$ cat src/design/lduv_pkg.sv
// Shared types and constants for the LDAP URL validator.
// Has no dependencies. The parser, the result buffer and the top level use it.
`default_nettype none

package lduv_pkg;

    localparam int LEN_W   = 11;
    localparam int PARTS   = 5;
    localparam logic [LEN_W-1:0] LEN_SAT = 11'd2047;

    // Positions in present_mask and in the part length array.
    localparam int PART_HOST   = 0;
    localparam int PART_PORT   = 1;
    localparam int PART_BASEDN = 2;
    localparam int PART_ATTR   = 3;
    localparam int PART_DEEP   = 4;

    localparam logic [3:0] PREFIX_NONE   = 4'd0;
    localparam logic [3:0] PREFIX_PLAIN  = 4'd7;
    localparam logic [3:0] PREFIX_SECURE = 4'd8;

    localparam logic [7:0] CH_SLASH    = 8'h2F;
    localparam logic [7:0] CH_QUESTION = 8'h3F;
    localparam logic [7:0] CH_COLON    = 8'h3A;
    localparam logic [7:0] CH_DASH     = 8'h2D;
    localparam logic [7:0] CH_DOT      = 8'h2E;
    localparam logic [7:0] CH_UNDER    = 8'h5F;

    typedef struct packed {
        logic [7:0] url_byte;
        logic       last;
        logic       end_only;
    } in_t;

    typedef struct packed {
        logic             url_valid;
        logic [3:0]       prefix_len;
        logic [PARTS-1:0] present_mask;
        logic [LEN_W-1:0] host_len;
        logic [LEN_W-1:0] port_len;
        logic [LEN_W-1:0] basedn_len;
        logic [LEN_W-1:0] attribute_len;
        logic [LEN_W-1:0] deep_len;
        logic             overflow;
    } out_t;

    // Bytes of "ldap://" and "ldaps://" by position.
    function automatic logic [7:0] scheme_plain(input logic [2:0] idx);
        logic [7:0] ch;
        case (idx)
            3'd0:    ch = 8'h6C;
            3'd1:    ch = 8'h64;
            3'd2:    ch = 8'h61;
            3'd3:    ch = 8'h70;
            3'd4:    ch = 8'h3A;
            3'd5:    ch = 8'h2F;
            3'd6:    ch = 8'h2F;
            default: ch = 8'h00;
        endcase
        return ch;
    endfunction

    function automatic logic [7:0] scheme_secure(input logic [2:0] idx);
        logic [7:0] ch;
        case (idx)
            3'd0:    ch = 8'h6C;
            3'd1:    ch = 8'h64;
            3'd2:    ch = 8'h61;
            3'd3:    ch = 8'h70;
            3'd4:    ch = 8'h73;
            3'd5:    ch = 8'h3A;
            3'd6:    ch = 8'h2F;
            default: ch = 8'h2F;
        endcase
        return ch;
    endfunction

endpackage

`default_nettype wire

$ cat src/design/ldap_url_validator.sv
// Top level of the LDAP URL validator: parser plus buffered result port.
// Depends on lduv_pkg, lduv_parser and lduv_out_buf.
`default_nettype none

// Channel   Direction  Handshake           Payload
// s_        in         s_valid / s_ready   lduv_pkg::in_t  (one URL byte or end marker)
// m_        out        m_valid / m_ready   lduv_pkg::out_t (one result per URL)
//
// One request is taken per cycle while s_ready is high; the parser updates its
// state in the cycle a byte arrives, and the result of a URL is registered in
// the cycle after its last request. A result waits in the output register,
// with one skid entry behind it, so requests keep flowing while m_ready is low;
// s_ready drops only when both entries are full. Reset (aresetn low at a clock
// edge) returns the parser to the start of a URL and empties the result buffer.

module ldap_url_validator #(
    parameter int MAX_URL_LEN = 1024
) (
    input  wire logic           aclk,
    input  wire logic           aresetn,
    input  wire logic           s_valid,
    output logic                s_ready,
    input  wire lduv_pkg::in_t  s_data,
    output logic                m_valid,
    input  wire logic           m_ready,
    output lduv_pkg::out_t      m_data
);

    logic           accept;
    logic           res_push;
    lduv_pkg::out_t res;

    assign accept = s_valid && s_ready;

    // The parser holds the per-URL state and finishes the result in the
    // cycle of the final request.
    lduv_parser #(
        .MAX_URL_LEN(MAX_URL_LEN)
    ) u_parser (
        .aclk    (aclk),
        .aresetn (aresetn),
        .accept  (accept),
        .item    (s_data),
        .res_push(res_push),
        .res     (res)
    );

    // The buffer decouples result delivery from byte intake.
    lduv_out_buf u_out (
        .aclk     (aclk),
        .aresetn  (aresetn),
        .push     (res_push),
        .push_data(res),
        .can_push (s_ready),
        .m_valid  (m_valid),
        .m_ready  (m_ready),
        .m_data   (m_data)
    );

    // A full skid entry can only exist behind a full output register.
    a_skid_behind_main: assert property (@(posedge aclk) disable iff (!aresetn)
        !s_ready |-> m_valid)
        else $error("skid entry full while output register is empty");

    // After a finished URL the output always holds a valid result in the next cycle.
    a_result_appears: assert property (@(posedge aclk) disable iff (!aresetn)
        (accept && s_data.last) |=> m_valid)
        else $error("result of a finished URL did not reach the output");

    // An overlong URL is never reported as valid.
    a_overflow_invalid: assert property (@(posedge aclk) disable iff (!aresetn)
        (m_valid && m_data.overflow) |-> !m_data.url_valid)
        else $error("overflowed URL reported as valid");

    // The prefix length is one of the three scheme cases.
    a_prefix_len: assert property (@(posedge aclk) disable iff (!aresetn)
        m_valid |-> (m_data.prefix_len == lduv_pkg::PREFIX_NONE ||
                     m_data.prefix_len == lduv_pkg::PREFIX_PLAIN ||
                     m_data.prefix_len == lduv_pkg::PREFIX_SECURE))
        else $error("prefix length out of range");

endmodule

`default_nettype wire

$ cat src/design/lduv_parser.sv
// Per-byte URL parser: phase register, part lengths, prefix tracking.
// Depends on lduv_pkg. Produces the finished result in the cycle of the final item.
`default_nettype none

module lduv_parser #(
    parameter int MAX_URL_LEN = 1024
) (
    input  wire logic          aclk,
    input  wire logic          aresetn,
    input  wire logic          accept,
    input  wire lduv_pkg::in_t item,
    output logic               res_push,
    output lduv_pkg::out_t     res
);

    localparam int POS_W = $clog2(MAX_URL_LEN + 1);
    localparam logic [POS_W-1:0] POS_MAX = POS_W'(MAX_URL_LEN);

    typedef enum logic [2:0] {
        PH_START, PH_HOST, PH_PORT, PH_BASEDN, PH_ATTR, PH_DEEP, PH_TRAIL
    } phase_t;

    typedef logic [lduv_pkg::PARTS-1:0][lduv_pkg::LEN_W-1:0] lens_t;

    phase_t                     phase_reg, phase_next;
    logic [POS_W-1:0]           pos_reg, pos_next;
    logic                       vsf_reg, vsf_next;
    logic [lduv_pkg::PARTS-1:0] parts_reg, parts_next;
    lens_t                      lens_reg, lens_next;
    logic                       ovf_reg, ovf_next;
    logic                       in_prefix_reg, in_prefix_next;
    logic                       may_plain_reg, may_plain_next;
    logic                       may_secure_reg, may_secure_next;
    logic [3:0]                 plen_reg, plen_next;

    function automatic logic is_alnum(input logic [7:0] c);
        return (c >= 8'h30 && c <= 8'h39) || (c >= 8'h61 && c <= 8'h7A) ||
               (c >= 8'h41 && c <= 8'h5A);
    endfunction

    function automatic logic [lduv_pkg::LEN_W-1:0] grow(input logic [lduv_pkg::LEN_W-1:0] n);
        return (n < lduv_pkg::LEN_SAT) ? n + 1'b1 : n;
    endfunction

    always_comb begin
        logic [7:0] c;
        logic [2:0] idx;
        logic       mp, ms;
        logic       ok;
        c   = item.url_byte;
        idx = pos_reg[2:0];
        mp  = 1'b0;
        ms  = 1'b0;
        ok  = 1'b1;

        phase_next      = phase_reg;
        pos_next        = pos_reg;
        vsf_next        = vsf_reg;
        parts_next      = parts_reg;
        lens_next       = lens_reg;
        ovf_next        = ovf_reg;
        in_prefix_next  = in_prefix_reg;
        may_plain_next  = may_plain_reg;
        may_secure_next = may_secure_reg;
        plen_next       = plen_reg;

        if (accept && !item.end_only) begin
            if (pos_reg >= POS_MAX) begin
                ovf_next = 1'b1;
                vsf_next = 1'b0;
            end else begin
                pos_next = pos_reg + 1'b1;
                // The parser always runs on the raw bytes, so a prefix that turns
                // out not to be a scheme has already been parsed as host or port text.
                if (phase_reg == PH_START && c == lduv_pkg::CH_SLASH) begin
                    parts_next[lduv_pkg::PART_BASEDN] = 1'b1;
                    phase_next = PH_BASEDN;
                end else if (phase_reg == PH_START || phase_reg == PH_HOST ||
                             phase_reg == PH_PORT) begin
                    if (phase_reg == PH_START) begin
                        parts_next[lduv_pkg::PART_HOST] = 1'b1;
                    end
                    if (c == lduv_pkg::CH_SLASH || c == lduv_pkg::CH_QUESTION) begin
                        if (lens_reg[lduv_pkg::PART_HOST] == '0) begin
                            vsf_next = 1'b0;
                        end
                        if (parts_reg[lduv_pkg::PART_PORT] &&
                            lens_reg[lduv_pkg::PART_PORT] == '0) begin
                            vsf_next = 1'b0;
                        end
                        if (c == lduv_pkg::CH_SLASH) begin
                            parts_next[lduv_pkg::PART_BASEDN] = 1'b1;
                            phase_next = PH_BASEDN;
                        end else begin
                            vsf_next   = 1'b0;
                            phase_next = PH_TRAIL;
                        end
                    end else if (phase_reg != PH_PORT && c == lduv_pkg::CH_COLON) begin
                        parts_next[lduv_pkg::PART_PORT] = 1'b1;
                        phase_next = PH_PORT;
                    end else if (phase_reg != PH_PORT) begin
                        phase_next = PH_HOST;
                        lens_next[lduv_pkg::PART_HOST] = grow(lens_reg[lduv_pkg::PART_HOST]);
                        if (!(is_alnum(c) || c == lduv_pkg::CH_DASH ||
                              c == lduv_pkg::CH_DOT)) begin
                            vsf_next = 1'b0;
                        end
                    end else begin
                        lens_next[lduv_pkg::PART_PORT] = grow(lens_reg[lduv_pkg::PART_PORT]);
                        if (!(c >= 8'h30 && c <= 8'h39)) begin
                            vsf_next = 1'b0;
                        end
                    end
                end else if (phase_reg == PH_BASEDN) begin
                    if (c == lduv_pkg::CH_QUESTION) begin
                        if (lens_reg[lduv_pkg::PART_BASEDN] == '0) begin
                            vsf_next = 1'b0;
                        end
                        parts_next[lduv_pkg::PART_ATTR] = 1'b1;
                        phase_next = PH_ATTR;
                    end else begin
                        lens_next[lduv_pkg::PART_BASEDN] =
                            grow(lens_reg[lduv_pkg::PART_BASEDN]);
                        if (c == lduv_pkg::CH_SLASH) begin
                            vsf_next = 1'b0;
                        end
                    end
                end else if (phase_reg == PH_ATTR) begin
                    if (c == lduv_pkg::CH_QUESTION) begin
                        if (lens_reg[lduv_pkg::PART_ATTR] == '0) begin
                            vsf_next = 1'b0;
                        end
                        parts_next[lduv_pkg::PART_DEEP] = 1'b1;
                        phase_next = PH_DEEP;
                    end else begin
                        lens_next[lduv_pkg::PART_ATTR] = grow(lens_reg[lduv_pkg::PART_ATTR]);
                        if (!(is_alnum(c) || c == lduv_pkg::CH_DASH ||
                              c == lduv_pkg::CH_UNDER)) begin
                            vsf_next = 1'b0;
                        end
                    end
                end else if (phase_reg == PH_DEEP) begin
                    if (c == lduv_pkg::CH_QUESTION) begin
                        vsf_next   = 1'b0;
                        phase_next = PH_TRAIL;
                    end else begin
                        lens_next[lduv_pkg::PART_DEEP] = grow(lens_reg[lduv_pkg::PART_DEEP]);
                        if (!(is_alnum(c) || c == lduv_pkg::CH_DASH ||
                              c == lduv_pkg::CH_UNDER)) begin
                            vsf_next = 1'b0;
                        end
                    end
                end

                // Scheme prefix tracking runs next to the parser. A full match
                // throws away what the parser did with the scheme bytes.
                if (in_prefix_reg) begin
                    mp = may_plain_reg && (idx != 3'd7) &&
                         (c == lduv_pkg::scheme_plain(idx));
                    ms = may_secure_reg && (c == lduv_pkg::scheme_secure(idx));
                    may_plain_next  = mp;
                    may_secure_next = ms;
                    if ((mp && idx == 3'd6) || (ms && idx == 3'd7)) begin
                        plen_next      = mp ? lduv_pkg::PREFIX_PLAIN
                                            : lduv_pkg::PREFIX_SECURE;
                        in_prefix_next = 1'b0;
                        phase_next     = PH_START;
                        vsf_next       = 1'b1;
                        parts_next     = '0;
                        lens_next      = '0;
                    end else if (!mp && !ms) begin
                        in_prefix_next = 1'b0;
                    end
                end
            end
        end

        // Closing checks for the part that is open when the URL ends.
        case (phase_next)
            PH_HOST, PH_PORT: begin
                if (lens_next[lduv_pkg::PART_HOST] == '0) begin
                    ok = 1'b0;
                end
                if (parts_next[lduv_pkg::PART_PORT] &&
                    lens_next[lduv_pkg::PART_PORT] == '0) begin
                    ok = 1'b0;
                end
            end
            PH_BASEDN: ok = (lens_next[lduv_pkg::PART_BASEDN] != '0);
            PH_ATTR:   ok = (lens_next[lduv_pkg::PART_ATTR] != '0);
            PH_DEEP:   ok = (lens_next[lduv_pkg::PART_DEEP] != '0);
            default:   ok = 1'b1;
        endcase

        res_push          = accept && item.last;
        res.url_valid     = vsf_next && ok && !ovf_next;
        res.prefix_len    = plen_next;
        res.present_mask  = parts_next;
        res.host_len      = lens_next[lduv_pkg::PART_HOST];
        res.port_len      = lens_next[lduv_pkg::PART_PORT];
        res.basedn_len    = lens_next[lduv_pkg::PART_BASEDN];
        res.attribute_len = lens_next[lduv_pkg::PART_ATTR];
        res.deep_len      = lens_next[lduv_pkg::PART_DEEP];
        res.overflow      = ovf_next;
    end

    always_ff @(posedge aclk) begin
        if (!aresetn || res_push) begin
            phase_reg      <= PH_START;
            pos_reg        <= '0;
            vsf_reg        <= 1'b1;
            parts_reg      <= '0;
            lens_reg       <= '0;
            ovf_reg        <= 1'b0;
            in_prefix_reg  <= 1'b1;
            may_plain_reg  <= 1'b1;
            may_secure_reg <= 1'b1;
            plen_reg       <= lduv_pkg::PREFIX_NONE;
        end else begin
            phase_reg      <= phase_next;
            pos_reg        <= pos_next;
            vsf_reg        <= vsf_next;
            parts_reg      <= parts_next;
            lens_reg       <= lens_next;
            ovf_reg        <= ovf_next;
            in_prefix_reg  <= in_prefix_next;
            may_plain_reg  <= may_plain_next;
            may_secure_reg <= may_secure_next;
            plen_reg       <= plen_next;
        end
    end

endmodule

`default_nettype wire

$ cat src/design/lduv_out_buf.sv
// Result register with a skid entry behind it.
// Depends on lduv_pkg for the result struct.
`default_nettype none

module lduv_out_buf (
    input  wire logic           aclk,
    input  wire logic           aresetn,
    input  wire logic           push,
    input  wire lduv_pkg::out_t push_data,
    output logic                can_push,
    output logic                m_valid,
    input  wire logic           m_ready,
    output lduv_pkg::out_t      m_data
);

    logic           main_valid_reg;
    logic           skid_valid_reg;
    lduv_pkg::out_t main_data_reg;
    lduv_pkg::out_t skid_data_reg;
    logic           pop;

    assign pop      = main_valid_reg && m_ready;
    assign can_push = !skid_valid_reg;
    assign m_valid  = main_valid_reg;
    assign m_data   = main_data_reg;

    always_ff @(posedge aclk) begin
        if (!aresetn) begin
            main_valid_reg <= 1'b0;
            skid_valid_reg <= 1'b0;
        end else if (pop && skid_valid_reg) begin
            main_data_reg  <= skid_data_reg;
            skid_valid_reg <= 1'b0;
        end else if (push && (!main_valid_reg || pop)) begin
            main_data_reg  <= push_data;
            main_valid_reg <= 1'b1;
        end else if (push) begin
            skid_data_reg  <= push_data;
            skid_valid_reg <= 1'b1;
        end else if (pop) begin
            main_valid_reg <= 1'b0;
        end
    end

endmodule

`default_nettype wire
$ cat config.mk
export PLATFORM = sky130hd
export DESIGN_NAME = ldap_url_validator
export DESIGN_NICKNAME = d
export VERILOG_FILES = /design/src/design/lduv_pkg.sv /design/src/design/ldap_url_validator.sv /design/src/design/lduv_parser.sv /design/src/design/lduv_out_buf.sv
export SDC_FILE = /design/constraint.sdc
export NUM_CORES = 1
export LEC_CHECK = 0
export ABC_CLOCK_PERIOD_IN_PS = 9300
export BUFFER_PORTS_ARGS = -buffer_cell sky130_fd_sc_hd__buf_2
export CAP_MARGIN = 5
export CORE_AREA = 2 2 154 156
export CTS_CLUSTER_SIZE = 24
export DETAILED_ROUTE_END_ITERATION = 10
export DIE_AREA = 0 0 156 158
export PLACE_DENSITY = 0.67
export SETUP_SLACK_MARGIN = 0.5
export SLEW_MARGIN = 20
export SYNTH_ARGS = -nofsm -noshare
export SYNTH_HDL_FRONTEND = slang
export SYNTH_SLANG_ARGS = --single-unit
$ cat constraint.sdc
create_clock -name aclk -period 9.3 [get_ports aclk]
set_input_delay 1.86 -clock aclk [delete_from_list [all_inputs] [get_ports aclk]]
set_output_delay 1.86 -clock aclk [all_outputs]
set_load 0.02 [all_outputs]
* Yosys cells after proc, flatten, opt, wreduce, memory -nomap -nowiden *
Index checks and enable logic that the tools add are counted.

storage, ports and cells
  flip-flop bits (word level) = 217
  bits in latches = 0
  RAM bits = 0
  memory bits (read-only) = 0
  input port bits = 14
  output and inout port bits = 68
  logic and storage cells = 254
  memories = 0

operators by class
  $add $sub $neg = 6
  $mul = 0
  divide/modulo/power cells = 0
  magnitude comparators = 12
  eq/ne operators = 28
  shift-type cells = 0
  multiplexer cells = 109
  bitwise logic cells = 4
  reductions and logical operators = 61

operator list
  kind                   number
  $mux 55                5
  $mux 11                14
  $mux 66                2
  $mux 22                4
  $pmux 7 s6             2
  $add 11x1->11 const B  6
  $logic_not 11->1       6
  $lt 11x11->1 const B   5
  $mux 3                 17
  $mux 8                 6
  $mux 1                 45
  $eq 8x6->1 const B     5
  $mux 33                1
  $reduce_bool 11->1     3
  $eq 3x3->1 const B     8
  $logic_and 1x1->1      21
  $mux 4                 5
  $mux 5                 4
  $eq 3x2->1 const B     6
  $eq 8x8->1             2
  $ge 8x7->1 const B     2
  $le 8x7->1 const B     2
  $ge 11x11->1 const B   1
  $logic_or 1x1->1       11
  17 further kinds       37

* Longest topological paths before layout *
  depth in word-level cells = 22
  mapped depth = 15
  gate-level depth less buffers = 11

* By module *
Synthesis repeated with hierarchy kept, for this count alone.

second synthesis, totals
  cells, all modules = 989
  area, all modules = 10707.8 um2

by module, submodules not included
  module              instances  cells each  area each (um2)  seq. area each (um2)
  lduv_parser         1          767         5674.2           1661.6
  lduv_out_buf        1          221         5027.3           4003.8
  ldap_url_validator  1          1           6.3              0.0

* Least setup slack after synthesis *
Ideal clock, no wire load.

  path kind = input -> register
  start point = input s_valid
  end point = register u_out.skid_data_reg[0] in the netlist's numbering (enable)
  library setup time = 0.572 ns
  data arrival time = 6.552 ns
  data required time = 8.728 ns
  path slack = 2.176 ns
  stages on the path = 2
  path buffers = 0
  cells stage by stage = nand3_1 > nor3_1

between the ends
  cells in the longest elaborated chain, start to end = 5

ends and longest elaborated chain
  item                                 RTL line                  source
  start, declared                      ldap_url_validator.sv:21  input wire logic s_valid,
  $logic_and 1x1->1 *                  ldap_url_validator.sv:33  assign accept = s_valid && s_ready;
  $logic_and 1x1->1 *                  lduv_parser.sv:195        res_push = accept && item.last;
  $logic_and 1x1->1                    lduv_out_buf.sv:34        end else if (push && (!main_valid_reg || pop)) begin
  $not 1->1 (no source line)           -
  $reduce_and 4->1 (no source line) *  -
  end signal, assigned                 lduv_out_buf.sv:38        skid_data_reg <= push_data;
  end, declared                        lduv_out_buf.sv:19        lduv_pkg::out_t skid_data_reg;

Mark *: on every way between the ends. The rest lies on a longest branch, timed or not.
A chain may end at the register's enable or synchronous reset.

* Worst setup path in the final report *
  start point = input s_valid
  end point = register u_out.main_data_reg, in the netlist u_out.m_data[65] (data pin)

between the ends
  cells in the longest elaborated chain, start to end = 11
  elaborated cells between the ends (all ways) = 27
  classes of those cells = eq/ne: 5; mux: 10; reduce/logical: 12

ends and longest elaborated chain
  item                                         RTL line                                source
  $logic_and 1x1->1 *                          ldap_url_validator.sv:33
  $logic_and 1x1->1 *                          lduv_parser.sv:67                       if (accept && !item.end_only) begin
  $mux 55                                      lduv_parser.sv:67
  $logic_not 11->1, on equally long branches   lduv_parser.sv:181, lduv_parser.sv:185
  $mux 1 or $logic_and 1x1->1 (tied branches)  lduv_parser.sv:181, lduv_parser.sv:184
  $mux 1                                       lduv_parser.sv:184                      if (parts_next[lduv_pkg::PART_PORT] &&
  $pmux 1 s4                                   lduv_parser.sv:179                      case (phase_next)
  $logic_and 1x1->1                            lduv_parser.sv:196                      res.url_valid = vsf_next && ok && !ovf_next;
  $logic_and 1x1->1 *                          lduv_parser.sv:196
  $mux 66 *                                    lduv_out_buf.sv:34
  $mux 66 *                                    lduv_out_buf.sv:31                      end else if (pop && skid_valid_reg) begin
  end signal, assigned                         lduv_out_buf.sv:32                      main_data_reg <= skid_data_reg;
  end signal, assigned                         lduv_out_buf.sv:35                      main_data_reg <= push_data;
  end, declared                                lduv_out_buf.sv:18                      lduv_pkg::out_t main_data_reg;

Mark *: on every way between the ends. The rest lies on a longest branch, timed or not. The select of a mux whose other input is x is not followed.

==> flow_metrics.env <==
export IMPL_outcome="finished, final reports clean"
export IMPL_insertion_delay_ps=530
export IMPL_rsz0062_at_grt="false"
export IMPL_cap_viol_max_count=0
export IMPL_antenna_found_initial=2
export IMPL_grt_max_degree=104
export IMPL_initial_core_util_pct=49.13
export IMPL_final_util_pct=55.08
export IMPL_grt_pass1_vias=8227
export IMPL_yosys_area_top_type="edfxtp_1"
export IMPL_drive_gt1_share_pct=13.33
export IMPL_drt_iter0_markers=678
export IMPL_mostFrequentLayoutCells="146 x nand2_1, 132 x edfxtp_1, 125 x nor2_1"
export IMPL_core_area_um2=23050
export IMPL_numCtsBuffers=24
export IMPL_die_x_um=156
export IMPL_min_path_type="reg -> reg"
export IMPL_cts_setup_buffers=0
export IMPL_post_route_min_period_ps=4803
export IMPL_postCtsHoldBufs=0
export IMPL_power_mw=2.081
export IMPL_power_internal_mw=1.617
export IMPL_synthTopCellsByArea="edfxtp_1 35%, dfxtp_1 15%, nand2_1 4.9%, nor2_1 4.2%, o21ai_0 3.7%"
export IMPL_gp_congestion=0.9729
export IMPL_synth_edf_count=132
export IMPL_wl_um=27250
export IMPL_skew_ps=14.19
export IMPL_final_common_cell="nand2_1"
export IMPL_cts_buffer_depth=3
export IMPL_drt_pass1_iter_count=5
export IMPL_post_cts_resized=0
export IMPL_rows=56
export IMPL_p_sw_mw=0.4635
export IMPL_p_leak_nw=5.019
export IMPL_area_growth_synth_to_final_pct=12.11
export IMPL_path_clk_slew_ps=60
export IMPL_die_area_um2=24650
export IMPL_tritoncts="done"
export IMPL_whs_ps=479.8
export IMPL_syn_inst=1224
export IMPL_portBuffers=81
export IMPL_yosysTopAreaCellShare_pct=35.00
export IMPL_crit_arrival_ps=5040
export IMPL_yosys_warnings=0
export IMPL_syn_nets=1253
export IMPL_synthesis_area_um2=11330
export IMPL_worst_pin_slew_ps=902.1
export IMPL_slew_headroom_pct=39.22
export IMPL_crit_path_start_kind="input pin"
export IMPL_seqPwrFrac_pct=49.7
export IMPL_wl_per_cell_um=17.30
export IMPL_drc=0
export IMPL_avgSynthCellArea_um2=9.253
export IMPL_p_sw_share_pct=22.27
export IMPL_ys_flop_type="edfxtp_1"
export IMPL_dpl_hpwl_um=19050
export IMPL_async_flop_share_pct=0
export IMPL_setup_viol=0
export IMPL_setup_tns_ps=0
export IMPL_p_clk_share_pct=45.0
export IMPL_cp_max_fo=28
export IMPL_ys_ff_latch=217
export IMPL_nNetsFinal=1294
export IMPL_io_pins=82
export IMPL_finalHoldViolCount=0
export IMPL_die_height_um=158
export IMPL_synth_seq_area_share_pct=50.02
export IMPL_htreeDepth=1
export IMPL_crit_required_ps=9540
export IMPL_maxSlewViolCount=0
export IMPL_vias_per_cell=5.742
export IMPL_track_usage_pct=21.82
export IMPL_cp_end_kind="register"
export IMPL_synth_cell_types=82
export IMPL_grt_first_pass_wirelength_um=43490
export IMPL_comb_power_share_pct=5.2
export IMPL_ant_nets=0
export IMPL_vdd_drop_max_uv=126.4
export IMPL_root_buffer="clkbuf_16"
export IMPL_crit_type="in -> reg"
export IMPL_vias=9044
export IMPL_fin_crit_sh_pct=51.65
export IMPL_cts_sinks=217
export IMPL_timing_fmax_mhz=208.2
export IMPL_p_per_area_nw_per_um2=163.9
export IMPL_grt_overflow=0
## area by class of cell
| type | instances | area (um^2) |
|---|---|---|
| clock buffers | 31 | 656.9 |
| well taps | 290 | 362.8 |
| diodes | 2 | 5.005 |
| multi-input cells | 850 | 5087 |
| repair buffers | 91 | 480.5 |
| flip-flops and latches | 217 | 5665 |
| clock inverters | 13 | 135.1 |
| fillers | 2126 | 10350 |
| inverters | 81 | 304.0 |
## stage by stage
step	area, um^2	setup slack [ps]	cells
6_report	12700	4497	1575
5_1_grt	12700	4263	1575
4_1_cts	12690	4568	1573
3_5_place_dp	11900	4026	1529
3_3_place_gp	11900	4117	1529
2_1_floorplan	11330	2176	1224
## synth_stat cells (all sizes together) (11+ instances only)
cell / n
ha: 15
clkbuf: 70
o211ai: 13
nor4: 19
xnor2: 21
o21ai: 85
nand2: 147
a21oi: 49
nand2b: 17
xor2: 15
nand4: 26
nor3: 26
nor2: 127
dfxtp: 85
edfxtp: 132
nand3: 44
and2: 16
inv: 81
mux2i: 13
and4: 11
and3: 18
a211oi: 14
## power by group through the flow
stage	sequential, mW	clock (mW)	combinational [mW]
2_1_floorplan	1.07	0	0.0639
3_3_place_gp	1.05	0	0.107
3_5_place_dp	1.06	0	0.108
4_1_cts	1.03	0.960	0.109
5_1_grt	1.04	0.995	0.119
6_report	1.03	0.937	0.109
## critical path, stage by stage
cell,delay (ps)
buf_2,150
nor4b_4,190
buf_4,360
o211ai_1,210
nor4_1,630
mux2_1,370
o21ai_0,130
or4b_1,460
a211o_1,310
a211oi_2,250
o31ai_1,80
## per-layer routing
| metal | wire length [um] | up-vias | global-route usage [%] |
|---|---|---|---|
| li1 | - | 4493 | - |
| met1 | 13010 | 4215 | 32.13 |
| met2 | 11820 | 279 | 33.21 |
| met3 | 1558 | 57 | 2.847 |
| met4 | 860 | 0 | 7.427 |
| met5 | 0 | - | 0 |
## kinds of logic (layout without fill, tap and decap cells)
group	Yosys count	in the layout	synth area share, %
and+or+nand+nor	518	518	22.98
DFF	217	217	50.02
other	0	2	0
muxes	23	23	2.143
buffers and inverters	157	216	5.358
xor gates and xnor gates	36	36	2.784
adders and majority gates	16	16	1.745
AOI/OAI and AO/OA	257	257	14.97
## path summary, 6_finish.rpt
path	startpoint	endpoint	slack (ps)	cells after the start
max	s_valid	u_out.m_data[65]$_DFFE_PP_	4500	11
min	u_parser.may_plain_reg$_SDFFE_PP1P_	u_parser.may_plain_reg$_SDFFE_PP1P_	480	1
max reg2reg	u_parser.pos_reg[2]$_SDFFE_PP0P_	u_out.m_data[65]$_DFFE_PP_	4610	11
min reg2reg	u_parser.may_plain_reg$_SDFFE_PP1P_	u_parser.may_plain_reg$_SDFFE_PP1P_	480	1
Power figures use the tool's default switching activity.
